===== src/rtl/lcd_progress_bar_glyphs_unit_assert.svh =====
// ----------------------------------------------------------------------------
// lcd progress bar glyphs: assertion macros
// shared concurrent check forms, sampled on clk, quiet while rst_n is low
// ----------------------------------------------------------------------------
`ifndef LCD_PROGRESS_BAR_GLYPHS_UNIT_ASSERT_SVH
`define LCD_PROGRESS_BAR_GLYPHS_UNIT_ASSERT_SVH

// same-cycle implication
`define LPBG_ASSERT_NOW(label, ante, cons, msg) \
  label: assert property (@(posedge clk) disable iff (!rst_n) (ante) |-> (cons)) \
    else $error(msg);

// next-cycle implication
`define LPBG_ASSERT_NEXT(label, ante, cons, msg) \
  label: assert property (@(posedge clk) disable iff (!rst_n) (ante) |=> (cons)) \
    else $error(msg);

`endif


===== src/rtl/lpbg_pkg.sv =====
// ----------------------------------------------------------------------------
// lpbg_pkg
// types and constants shared by the progress bar glyph front, queue and back
// ----------------------------------------------------------------------------
`default_nettype none

package lpbg_pkg;

  localparam int unsigned PIX_W           = 8;   // saturated bar length in pixels
  localparam int unsigned LEN_W           = 6;   // bar length in characters
  localparam int unsigned VAL_W           = 8;   // progress and maximum
  localparam int unsigned NUM_W           = 16;  // progress * length * 6
  localparam int unsigned GLYPH_W         = 3;
  localparam int unsigned PIXELS_PER_CHAR = 6;

  localparam logic [GLYPH_W-1:0] EMPTY_GLYPH = 3'd0;
  localparam logic [GLYPH_W-1:0] FULL_GLYPH  = 3'd5;

  // one classified request handed from front to back
  typedef struct packed {
    logic [PIX_W-1:0] pix;
    logic [LEN_W-1:0] len;
    logic             err;
  } job_t;

endpackage

`default_nettype wire


===== src/rtl/lpbg_queue.sv =====
// ----------------------------------------------------------------------------
// lpbg_queue
// small job queue between the divide front and the glyph back
// ----------------------------------------------------------------------------
`default_nettype none

module lpbg_queue
  import lpbg_pkg::*;
#(
  parameter int unsigned DEPTH = 2
) (
  input  wire  logic clk,
  input  wire  logic rst_n,
  input  wire  logic push,
  input  wire  job_t push_data,
  output logic       full,
  input  wire  logic pop,
  output job_t       pop_data,
  output logic       not_empty
);

  `include "lcd_progress_bar_glyphs_unit_assert.svh"

  localparam int unsigned PTR_W = (DEPTH > 1) ? $clog2(DEPTH) : 1;
  localparam int unsigned CNT_W = $clog2(DEPTH + 1);

  job_t             mem_r [DEPTH];
  logic [PTR_W-1:0] wr_ptr_r, wr_ptr_nxt;
  logic [PTR_W-1:0] rd_ptr_r, rd_ptr_nxt;
  logic [CNT_W-1:0] count_r, count_nxt;
  logic             do_push, do_pop;

  assign full      = (count_r == CNT_W'(DEPTH));
  assign not_empty = (count_r != '0);
  assign do_push   = push && !full;
  assign do_pop    = pop && not_empty;
  assign pop_data  = mem_r[rd_ptr_r];

  // pointer and fill level update
  always_comb begin
    wr_ptr_nxt = wr_ptr_r;
    rd_ptr_nxt = rd_ptr_r;
    count_nxt  = count_r;
    if (do_push) begin
      wr_ptr_nxt = (wr_ptr_r == PTR_W'(DEPTH - 1)) ? '0 : wr_ptr_r + 1'b1;
    end
    if (do_pop) begin
      rd_ptr_nxt = (rd_ptr_r == PTR_W'(DEPTH - 1)) ? '0 : rd_ptr_r + 1'b1;
    end
    if (do_push && !do_pop) begin
      count_nxt = count_r + 1'b1;
    end else if (do_pop && !do_push) begin
      count_nxt = count_r - 1'b1;
    end
  end

  always_ff @(posedge clk) begin
    if (!rst_n) begin
      wr_ptr_r <= '0;
      rd_ptr_r <= '0;
      count_r  <= '0;
    end else begin
      wr_ptr_r <= wr_ptr_nxt;
      rd_ptr_r <= rd_ptr_nxt;
      count_r  <= count_nxt;
    end
  end

  // storage
  always_ff @(posedge clk) begin
    if (do_push) begin
      mem_r[wr_ptr_r] <= push_data;
    end
  end

  // checks
  `LPBG_ASSERT_NOW(a_count_bound, 1'b1, count_r <= CNT_W'(DEPTH), "queue level over depth")
  `LPBG_ASSERT_NEXT(a_push_only_grows, do_push && !do_pop, count_r == $past(count_r) + 1'b1,
    "queue level did not grow on push")
  `LPBG_ASSERT_NEXT(a_pop_only_shrinks, do_pop && !do_push, count_r == $past(count_r) - 1'b1,
    "queue level did not shrink on pop")

endmodule

`default_nettype wire


===== src/rtl/lpbg_front.sv =====
// ----------------------------------------------------------------------------
// lpbg_front
// takes a request, clamps the length and finds the pixel length with a
// bit-serial restoring divide, then queues the classified job; a zero-length request is dropped
// ----------------------------------------------------------------------------
`default_nettype none

module lpbg_front
  import lpbg_pkg::*;
#(
  parameter int unsigned MAX_LENGTH = 40
) (
  input  wire  logic             clk,
  input  wire  logic             rst_n,
  input  wire  logic             req_valid,
  output logic                   req_ready,
  input  wire  logic [VAL_W-1:0] progress,
  input  wire  logic [VAL_W-1:0] max_progress,
  input  wire  logic [LEN_W-1:0] bar_length,
  output logic                   push,
  output job_t                   push_data,
  input  wire  logic             full
);

  localparam int unsigned CNT_W  = $clog2(NUM_W);
  localparam int unsigned PROD_W = VAL_W + LEN_W;

  typedef enum logic [1:0] {
    S_IDLE,
    S_DIV,
    S_PUSH
  } state_t;

  state_t            state_r;
  logic [NUM_W-1:0]  quo_r;
  logic [VAL_W-1:0]  rem_r;
  logic [VAL_W-1:0]  div_r;
  logic [CNT_W-1:0]  cnt_r;
  logic [LEN_W-1:0]  len_r;
  logic              err_r;

  logic [LEN_W-1:0]  len_sat;
  logic [PROD_W-1:0] prod;
  logic [NUM_W-1:0]  num;
  logic [VAL_W:0]    trial;
  logic              fits;
  logic [VAL_W:0]    diff;
  logic              accept;

  // clamp length and form progress * length * 6 as x*4 + x*2
  assign len_sat = (bar_length > LEN_W'(MAX_LENGTH)) ? LEN_W'(MAX_LENGTH) : bar_length;
  assign prod    = PROD_W'(progress) * PROD_W'(len_sat);
  assign num     = NUM_W'({prod, 2'b00}) + NUM_W'({prod, 1'b0});

  // one restoring divide step
  assign trial = {rem_r, quo_r[NUM_W-1]};
  assign fits  = (trial >= {1'b0, div_r});
  assign diff  = trial - {1'b0, div_r};

  assign req_ready = (state_r == S_IDLE);
  assign accept    = req_valid && req_ready;

  // job out, quotient saturated to the pixel width
  assign push          = (state_r == S_PUSH);
  assign push_data.pix = (|quo_r[NUM_W-1:PIX_W]) ? '1 : quo_r[PIX_W-1:0];
  assign push_data.len = len_r;
  assign push_data.err = err_r;

  always_ff @(posedge clk) begin
    if (!rst_n) begin
      state_r <= S_IDLE;
    end else begin
      unique case (state_r)
        S_IDLE: begin
          if (accept) begin
            len_r <= len_sat;
            err_r <= (max_progress == '0);
            div_r <= max_progress;
            rem_r <= '0;
            cnt_r <= '0;
            if (len_sat == '0) begin
              state_r <= S_IDLE;
            end else if (max_progress == '0) begin
              quo_r   <= '0;
              state_r <= S_PUSH;
            end else begin
              quo_r   <= num;
              state_r <= S_DIV;
            end
          end
        end
        S_DIV: begin
          rem_r <= fits ? diff[VAL_W-1:0] : trial[VAL_W-1:0];
          quo_r <= {quo_r[NUM_W-2:0], fits};
          cnt_r <= cnt_r + 1'b1;
          if (cnt_r == CNT_W'(NUM_W - 1)) begin
            state_r <= S_PUSH;
          end
        end
        S_PUSH: begin
          if (!full) begin
            state_r <= S_IDLE;
          end
        end
        default: begin
          state_r <= S_IDLE;
        end
      endcase
    end
  end

endmodule

`default_nettype wire


===== src/rtl/lpbg_back.sv =====
// ----------------------------------------------------------------------------
// lpbg_back
// takes queued jobs and emits one glyph beat per character cell
// ----------------------------------------------------------------------------
`default_nettype none

module lpbg_back
  import lpbg_pkg::*;
(
  input  wire  logic               clk,
  input  wire  logic               rst_n,
  input  wire  logic               job_valid,
  input  wire  job_t               job,
  output logic                     pop,
  output logic                     out_valid,
  input  wire  logic               out_ready,
  output logic [GLYPH_W-1:0]       out_glyph,
  output logic                     out_last,
  output logic                     out_err
);

  `include "lcd_progress_bar_glyphs_unit_assert.svh"

  logic             busy_r;
  job_t             job_r;
  logic [LEN_W-1:0] idx_r;
  logic [PIX_W-1:0] start_r;
  logic             out_valid_r;
  logic [GLYPH_W-1:0] out_glyph_r;
  logic             out_last_r;
  logic             out_err_r;

  logic             load;
  logic             is_last;
  logic [PIX_W:0]   cell_end;
  logic [PIX_W-1:0] part;
  logic [GLYPH_W-1:0] glyph_nxt;

  assign pop  = !busy_r && job_valid;
  assign load = busy_r && (!out_valid_r || out_ready);

  assign is_last  = (idx_r + 1'b1 == job_r.len);
  assign cell_end = {1'b0, start_r} + (PIX_W + 1)'(FULL_GLYPH);
  assign part     = job_r.pix - start_r;

  // classify the current cell against the bar end
  always_comb begin
    priority if (job_r.err) begin
      glyph_nxt = EMPTY_GLYPH;
    end else if (cell_end <= {1'b0, job_r.pix}) begin
      glyph_nxt = FULL_GLYPH;
    end else if (start_r > job_r.pix) begin
      glyph_nxt = EMPTY_GLYPH;
    end else begin
      glyph_nxt = part[GLYPH_W-1:0];
    end
  end

  // cell walk and output register
  always_ff @(posedge clk) begin
    if (!rst_n) begin
      busy_r      <= 1'b0;
      out_valid_r <= 1'b0;
    end else begin
      if (pop) begin
        busy_r  <= 1'b1;
        job_r   <= job;
        idx_r   <= '0;
        start_r <= '0;
      end
      if (load) begin
        out_valid_r <= 1'b1;
        out_glyph_r <= glyph_nxt;
        out_last_r  <= is_last;
        out_err_r   <= job_r.err;
        idx_r       <= idx_r + 1'b1;
        start_r     <= start_r + PIX_W'(PIXELS_PER_CHAR);
        if (is_last) begin
          busy_r <= 1'b0;
        end
      end else if (out_ready) begin
        out_valid_r <= 1'b0;
      end
    end
  end

  assign out_valid = out_valid_r;
  assign out_glyph = out_glyph_r;
  assign out_last  = out_last_r;
  assign out_err   = out_err_r;

  // checks
  `LPBG_ASSERT_NOW(a_err_empty, out_valid_r && out_err_r, out_glyph_r == EMPTY_GLYPH,
    "glyph not empty on a zero-maximum bar")
  `LPBG_ASSERT_NOW(a_glyph_range, out_valid_r, out_glyph_r <= FULL_GLYPH, "glyph code out of range")
  `LPBG_ASSERT_NEXT(a_last_ends_job, load && is_last, !busy_r && out_last_r,
    "job still running after its last cell")

endmodule

`default_nettype wire


===== src/rtl/lcd_progress_bar_glyphs_unit.sv =====
// path: a request's first glyph beat follows the accept, the restoring divide steps (skipped
//   for a zero maximum), the queue push, the pop and the output register
// throughput: one glyph beat per cycle inside a bar while out_tready is high; a request's
//   divide overlaps the glyph walk of the bar before it through the job queue
// reset: synchronous active-low rst_n clears all control state; no memory clearing pass
// ----------------------------------------------------------------------------
// lcd_progress_bar_glyphs_unit
// character lcd bargraph: pixel length by exact divide, then one glyph per cell
// ----------------------------------------------------------------------------
`default_nettype none

module lcd_progress_bar_glyphs_unit
  import lpbg_pkg::*;
#(
  parameter int unsigned MAX_LENGTH  = 40,
  parameter int unsigned QUEUE_DEPTH = 2
) (
  input  wire  logic        clk,
  input  wire  logic        rst_n,
  input  wire  logic        in_tvalid,
  output logic              in_tready,
  input  wire  logic [23:0] in_tdata,   // progress[7:0], max_progress[15:8], bar_length[21:16]
  output logic              out_tvalid,
  input  wire  logic        out_tready,
  output logic [7:0]        out_tdata,  // glyph[2:0]
  output logic              out_tlast,
  output logic              out_tuser   // div_error[0]
);

  logic                q_push;
  job_t                q_push_data;
  logic                q_full;
  logic                q_pop;
  job_t                q_pop_data;
  logic                q_not_empty;
  logic [GLYPH_W-1:0]  glyph;

  // request intake and divide
  lpbg_front #(
    .MAX_LENGTH (MAX_LENGTH)
  ) u_front (
    .clk          (clk),
    .rst_n        (rst_n),
    .req_valid    (in_tvalid),
    .req_ready    (in_tready),
    .progress     (in_tdata[7:0]),
    .max_progress (in_tdata[15:8]),
    .bar_length   (in_tdata[21:16]),
    .push         (q_push),
    .push_data    (q_push_data),
    .full         (q_full)
  );

  // job queue
  lpbg_queue #(
    .DEPTH (QUEUE_DEPTH)
  ) u_queue (
    .clk       (clk),
    .rst_n     (rst_n),
    .push      (q_push),
    .push_data (q_push_data),
    .full      (q_full),
    .pop       (q_pop),
    .pop_data  (q_pop_data),
    .not_empty (q_not_empty)
  );

  // glyph emitter
  lpbg_back u_back (
    .clk       (clk),
    .rst_n     (rst_n),
    .job_valid (q_not_empty),
    .job       (q_pop_data),
    .pop       (q_pop),
    .out_valid (out_tvalid),
    .out_ready (out_tready),
    .out_glyph (glyph),
    .out_last  (out_tlast),
    .out_err   (out_tuser)
  );

  assign out_tdata = {(8 - GLYPH_W)'(0), glyph};

endmodule

`default_nettype wire

===== config.mk =====
export PLATFORM = sky130hd
export DESIGN_NAME = lcd_progress_bar_glyphs_unit
export DESIGN_NICKNAME = d
export VERILOG_FILES = /design/src/rtl/lpbg_pkg.sv /design/src/rtl/lpbg_queue.sv /design/src/rtl/lpbg_front.sv /design/src/rtl/lpbg_back.sv /design/src/rtl/lcd_progress_bar_glyphs_unit.sv
export VERILOG_INCLUDE_DIRS = /design/src /design/src/rtl
export SDC_FILE = /design/constraint.sdc
export NUM_CORES = 1
export LEC_CHECK = 0
export BUFFER_PORTS_ARGS = -buffer_cell sky130_fd_sc_hd__buf_2
export CORE_UTILIZATION = 33
export DETAILED_ROUTE_END_ITERATION = 8
export PLACE_DENSITY = 0.58
export SLEW_MARGIN = 20
export SYNTH_ARGS = -nofsm -noshare
export SYNTH_HDL_FRONTEND = slang
export SYNTH_SLANG_ARGS = --single-unit

===== constraint.sdc =====
create_clock -name clk -period 8.8 [get_ports clk]
set_input_delay 0.88 -clock clk [delete_from_list [all_inputs] [get_ports clk]]
set_output_delay 0.88 -clock clk [all_outputs]
set_load 0.02 [all_outputs]

=== Yosys cells after proc, flatten, opt, wreduce, memory -nomap -nowiden ===
Memories as Yosys holds them, arrays and structs flattened. A register that Yosys moved wholly into a read port is not among the register bits.
Cells that the tools add are included.

* Word-level logic and storage cells: 108
* Memory bits (writable): 30
* Memories kept: 1
* Output and inout bits: 12
* Bits of input ports: 28
* Register bits after elaboration: 70

* Equality and inequality tests: 9
* Mux-type cells: 34
* Multiply operators: 1
* Reductions and logical operators: 30
* Add/subtract/negate cells: 11
* Magnitude comparators: 4

{| class="wikitable"
|+ Memory list
! name !! depth !! width !! rd ports !! clocked after Yosys merged registers in !! write ports !! RTL line !! RTL
|-
| u_queue.mem_r || 2 || 15 || 1 || 1 || 1 || lpbg_queue.sv:27 || <nowiki>job_t mem_r [DEPTH];</nowiki>
|}

{| class="wikitable"
|+ Operator list
! cell !! count
|-
| 16-bit two-way mux || 3
|-
| 8-bit two-way mux || 5
|-
| 16-bit one-hot mux with 2 select lines || 1
|-
| 6-bit two-way mux || 3
|-
| 16-bit by 15-bit adder with 16-bit output || 1
|-
| 8-bit one-hot mux with 2 select lines || 1
|-
| 8-bit by 6-bit multiplier with 14-bit output || 1
|-
| 2-bit two-way mux || 7
|-
| 2-bit nonzero test || 5
|-
| 8-bit by 3-bit adder with 9-bit output, second input constant || 1
|-
| 9-bit by 8-bit greater-or-equal comparator with 1-bit output || 1
|-
| 9-bit by 8-bit less-or-equal comparator with 1-bit output || 1
|-
| 1-bit two-way mux || 9
|-
| 3-bit AND reduction || 3
|-
| 8-bit by 3-bit adder with 8-bit output, second input constant || 1
|-
| 8-bit > comparator || 1
|-
| 8-bit logical NOT || 1
|-
| 4-bit one-hot mux with 2 select lines || 1
|-
| 8-bit OR reduction || 1
|-
| 8-bit subtractor || 1
|-
| 1-bit logical AND || 7
|-
| 6-bit by 1-bit adder with 6-bit output, second input constant || 1
|-
| 6-bit equality test || 1
|-
| 6-bit > comparator, second input constant || 1
|-
| 20 further kinds || 31
|}

=== Depth between registers and ports, before layout ===
* Word-level depth: 8
* Depth in mapped cells: 24
* Depth with buffers taken out: 23

=== Modules after synthesis ===
A second synthesis with hierarchy kept.

* Cells, all modules: 681
* Area, all modules: 7574.8 um^2

{| class="wikitable"
|+ Modules (own cells, without submodules)
! module !! area each (um^2) !! seq. area each (um^2) !! times used !! cells an instance
|-
| lpbg_front || 4347.9 || 1331.3 || 1 || 452
|-
| lpbg_back || 1866.8 || 1031.0 || 1 || 151
|-
| lpbg_queue || 1318.8 || 1001.0 || 1 || 72
|-
| lcd_progress_bar_glyphs_unit || 41.3 || 0.0 || 1 || 6
|}

=== Least setup slack after synthesis ===
OpenSTA, ideal clock, no wires.

* Path type: input to register
* Start: input in_tdata[21]
* End: register u_front.quo_r[14], data pin
* Library setup time: 268 ps
* Buffers on the path: 2
* Data arrival time: 5793 ps
* Path slack: 2738 ps
* Cell stages on the path: 22
* Data required time: 8532 ps
* Cells stage by stage: clkbuf_1 o21ai_1 clkbuf_1 and3_1 fa_1 inv_1 fa_1 fa_1 inv_1 ha_1 a21oi_1 o21bai_1 a2111oi_1 nor2_1 xnor2_1 ha_1 a21o_1 a21oi_1 a21boi_0 a211oi_1 xor2_1 o31ai_1

* Cells in the longest elaborated chain, start to end: 8

{| class="wikitable"
|+ Ends and longest elaborated chain
! what !! RTL line !! RTL
|-
| from (decl) || lcd_progress_bar_glyphs_unit.sv:22 || <nowiki>input wire logic [23:0] in_tdata,</nowiki>
|-
| 6-bit > comparator || lpbg_front.sv:51 || <nowiki>assign len_sat = (bar_length > LEN_W'(MAX_LENGTH)) ? LEN_W'(MAX_LENGTH) : bar_length;</nowiki>
|-
| 6-bit two-way mux * || lpbg_front.sv:51 ||
|-
| 8-bit by 6-bit multiplier with 14-bit output * || lpbg_front.sv:52 || <nowiki>assign prod = PROD_W'(progress) * PROD_W'(len_sat);</nowiki>
|-
| 16-bit by 15-bit adder with 16-bit output * || lpbg_front.sv:53 || <nowiki>assign num = NUM_W'({prod, 2'b00}) + NUM_W'({prod, 1'b0});</nowiki>
|-
| 16-bit two-way mux * || lpbg_front.sv:83 || <nowiki>end else if (max_progress == '0) begin</nowiki>
|-
| 16-bit two-way mux * || lpbg_front.sv:81 || <nowiki>if (len_sat == '0) begin</nowiki>
|-
| 16-bit two-way mux * || lpbg_front.sv:75 || <nowiki>if (accept) begin</nowiki>
|-
| 16-bit one-hot mux with 2 select lines * || lpbg_front.sv:73 || <nowiki>unique case (state_r)</nowiki>
|-
| to (signal assigned) || lpbg_front.sv:87 || <nowiki>quo_r <= num;</nowiki>
|-
| to (signal assigned) || lpbg_front.sv:94 || <nowiki>quo_r <= {quo_r[NUM_W-2:0], fits};</nowiki>
|-
| to (decl) || lpbg_front.sv:35 || <nowiki>logic [NUM_W-1:0] quo_r;</nowiki>
|}

Mark *: on every way between the ends. The rest lies on a longest branch, timed or not. The select of a mux whose other input is x is not followed.
A chain may end at the register's enable or synchronous reset.

=== Final worst setup path ===
* Start: input in_tdata[21]
* End: register u_front.quo_r[15], data pin

Same word-level chain as after synthesis.

==> out/metrics.csv <==
metric,value,unit
GPL Wtd Cong,0.787,
initial drt markers,190,
"Distinct cells, synth",49,
unrepaired setup endpoints after global routing,no,
Port Buf Inserts,32,
chip height,152,um
status,completed,
nets@finish,830,
Yosys top cell by area,edfxtp_1,
clock root buffer,clkbuf_16,
final std cells w/o fill,1005,
clk buf depth,2,
register area share after synthesis,0.452,
"FFs w/ async S/R, synth",0,
Post-CTS Resized,0,
Post-synth EDFFs,106,
fin. max-slew vios,0,
switching share of power,0.355,
largest net degree at the start of global routing,28,
Die Span X,152,um
# Post-CTS Setup Buffers,0,
initial antenna violation count,0,
hpwl dp,9.98,mm
H-Tree Level Count,4,
Psw,850,uW
clk_lat worst skew,410,ps
Pre-antenna DRT Iters,4,
final worst slack,2750,ps
GRT overflow,0,
CP peak stage delay,580,ps
WL final,13.5,mm
Mapped Avg Cell Area,11.0,sq um
Tot Pwr,2.40,mW
worst hold path type,flop to flop,
max-cap viol count,0,
hold_buf cts,0,
"Warnings, synthesis",0,
vias post-DR,4845,
Fin. Hold Viols,0,
synth top area cells,"edfxtp_1 43%, ha_1 10%, fa_1 7.6%",
first-pass GRT wire length,23.4,mm
"Buf+Inv Stages, Crit Path",2,
share of layout cells above drive strength 1,0.127,
area share of the largest cell type after synthesis,0.430,
Flop pwr share,0.334,
CTS tree,done,
Setup CP Type,primary input to flop,
total CTS buffers,17,
most frequent cell after synthesis,edfxtp_1,
Clock Pin Slew Worst Setup and Hold Paths,60,ps
Final Cycle Share,0.688,
Tmin final,6050,ps
Peak VDD IR,121,uV
Worst EP required,8970,ps
"flops & latches, synth",114,
initial core utilization,0.338,
cell family with most CP delay,adder cells,
worst clock skew,7.92,ps
Slew headroom,0.327,
row cnt,54,
Worst EP arrival,6220,ps
n_diodes,0,
Synth Flop Type,edfxtp_1,
Critical Path Start Type,primary input,
CP max FO,13,
Placed Cells,973,
P&R area growth vs syn,13.9,%
synthesized area,7400,sq um
ANT nets after route,0,
Worst-Margin Slew,1000,ps
num ports,40,
Reg2Reg Setup Slack,6120,ps
DR WL/cell,13.5,um
Die ar.,23000,sq um
via density per instance,4.82,
GRT Total Usage,0.130,
most frequent CP cell,fa_1,
DRC Markers,0,
Power Density,284,nW/um^2
Post-Syn Instances,672,
Internal Power,1.55,mW
Clk pwr share,0.264,
Comb pwr share,0.401,
Max Clock Freq,165,MHz
critical-path cell list,buf_2 -> nor2b_1 -> nand2_1 -> fa_1 -> fa_1 -> fa_1 -> inv_1 -> ha_1 -> a21oi_1 -> o21bai_1 -> a2111oi_1 -> o31ai_1 -> a21oi_1 -> xnor2_1 -> ha_1 -> o21a_1 -> o21ai_0 -> a31oi_1 -> xor2_1 -> a22o_1,
Clock Sinks,114,
crit end category,flop,
LEAKAGE,3.51,nW
Fin Setup TNS,0,ps
core area,21900,sq um
synth cell count leaders,"106 x edfxtp_1, 67 x inv_1, 62 x ha_1",
final setup vio count,0,
slowest CP cell,nor2b_1,
number of global-route vias before repair,4891,
Place WS,2230,ps
## area by class of cell
class / instances / area (sq um)
Clock buffer: 18 / 429
Clock inverter: 14 / 115
Fill cell: 2189 / 13500
Inverter: 67 / 251
Multi-Input combinational cell: 475 / 3740
Sequential cell: 114 / 3340
Tap cell: 280 / 350
Timing Repair Buffer: 37 / 198
## power groups by stage
stage / registers, mW / logic [mW] / clock network (mW)
2_1_floorplan: 0.788 / 0.787 / 0
3_3_place_gp: 0.812 / 0.954 / 0
3_5_place_dp: 0.813 / 0.964 / 0
4_1_cts: 0.803 / 0.974 / 0.645
5_1_grt: 0.815 / 1.10 / 0.673
6_report: 0.802 / 0.962 / 0.634
## kinds of logic after synthesis
kind of cell	share of synthesized area
AO/OA/AOI/OAI	0.103
other	0.000507
buffers and inverters	0.0468
XOR/XNOR	0.0497
flip-flops	0.452
AND/OR/NAND/NOR	0.140
multiplexers	0.0282
adder cells (fa/ha/maj)	0.180
## routing by layer
metal	part of all wire	global-route usage	vias to the layer above
met5	0	0	-
met4	0.011	0.0416	0
met3	0.026	0.0269	13
met2	0.47	0.219	57
met1	0.49	0.167	2305
li1	-	-	2470
## state kept, by name, indices dropped and copies added (netlist names)
name              flops
u_back.idx_r          6
u_queue.mem_r        30
u_back.job_r         15
u_queue.rd_ptr_r      1
u_back.start_r        7
u_front.len_r         6
u_front.quo_r        16
u_back.out_err        1
u_back.out_glyph      3
u_back.out_last       1
u_queue.count_r       2
u_back.busy_r         1
u_front.rem_r         8
u_front.div_r         8
u_queue.wr_ptr_r      1
u_front.state_r       2
u_front.cnt_r         4
u_back.out_valid      1
u_front.err_r         1
## cells in the final DEF, fill, tap and decap left out, types with 9 or more instances in the layout
master,n
nand3_1,11
xor2_1,19
mux2_2,15
clkbuf_16,17
a21oi_1,29
o21ai_0,13
buf_2,32
o21a_1,9
and3_1,29
xnor2_1,23
nand2_1,38
fa_1,28
inv_1,67
a21o_1,14
and2_1,21
ha_1,62
or2_2,10
nor2_1,50
edfxtp_1,106
## path summary, 6_finish.rpt
kind,start,endpoint,depth (start not counted)
setup reg to reg,u_front.rem_r[1],u_front.rem_r[0],7
hold reg to reg,u_front.len_r[2],u_queue.mem_r[1][3],0
setup / recovery,in_tdata[21],u_front.quo_r[15],20
hold / removal,u_front.len_r[2],u_queue.mem_r[1][3],0
## metrics by stage
step | instance area, sq um | hold WS [ps] | util
final | 8430 | 442 | 0.385
after global routing | 8430 | 452 | 0.385
after CTS | 8420 | 441 | 0.385
after detailed placement | 7880 | 434 | 0.360
after global placement | 7880 | 429 | 0.360
after floorplan | 7420 | 421 | -
No activity file was read; power rests on OpenSTA's default activity.
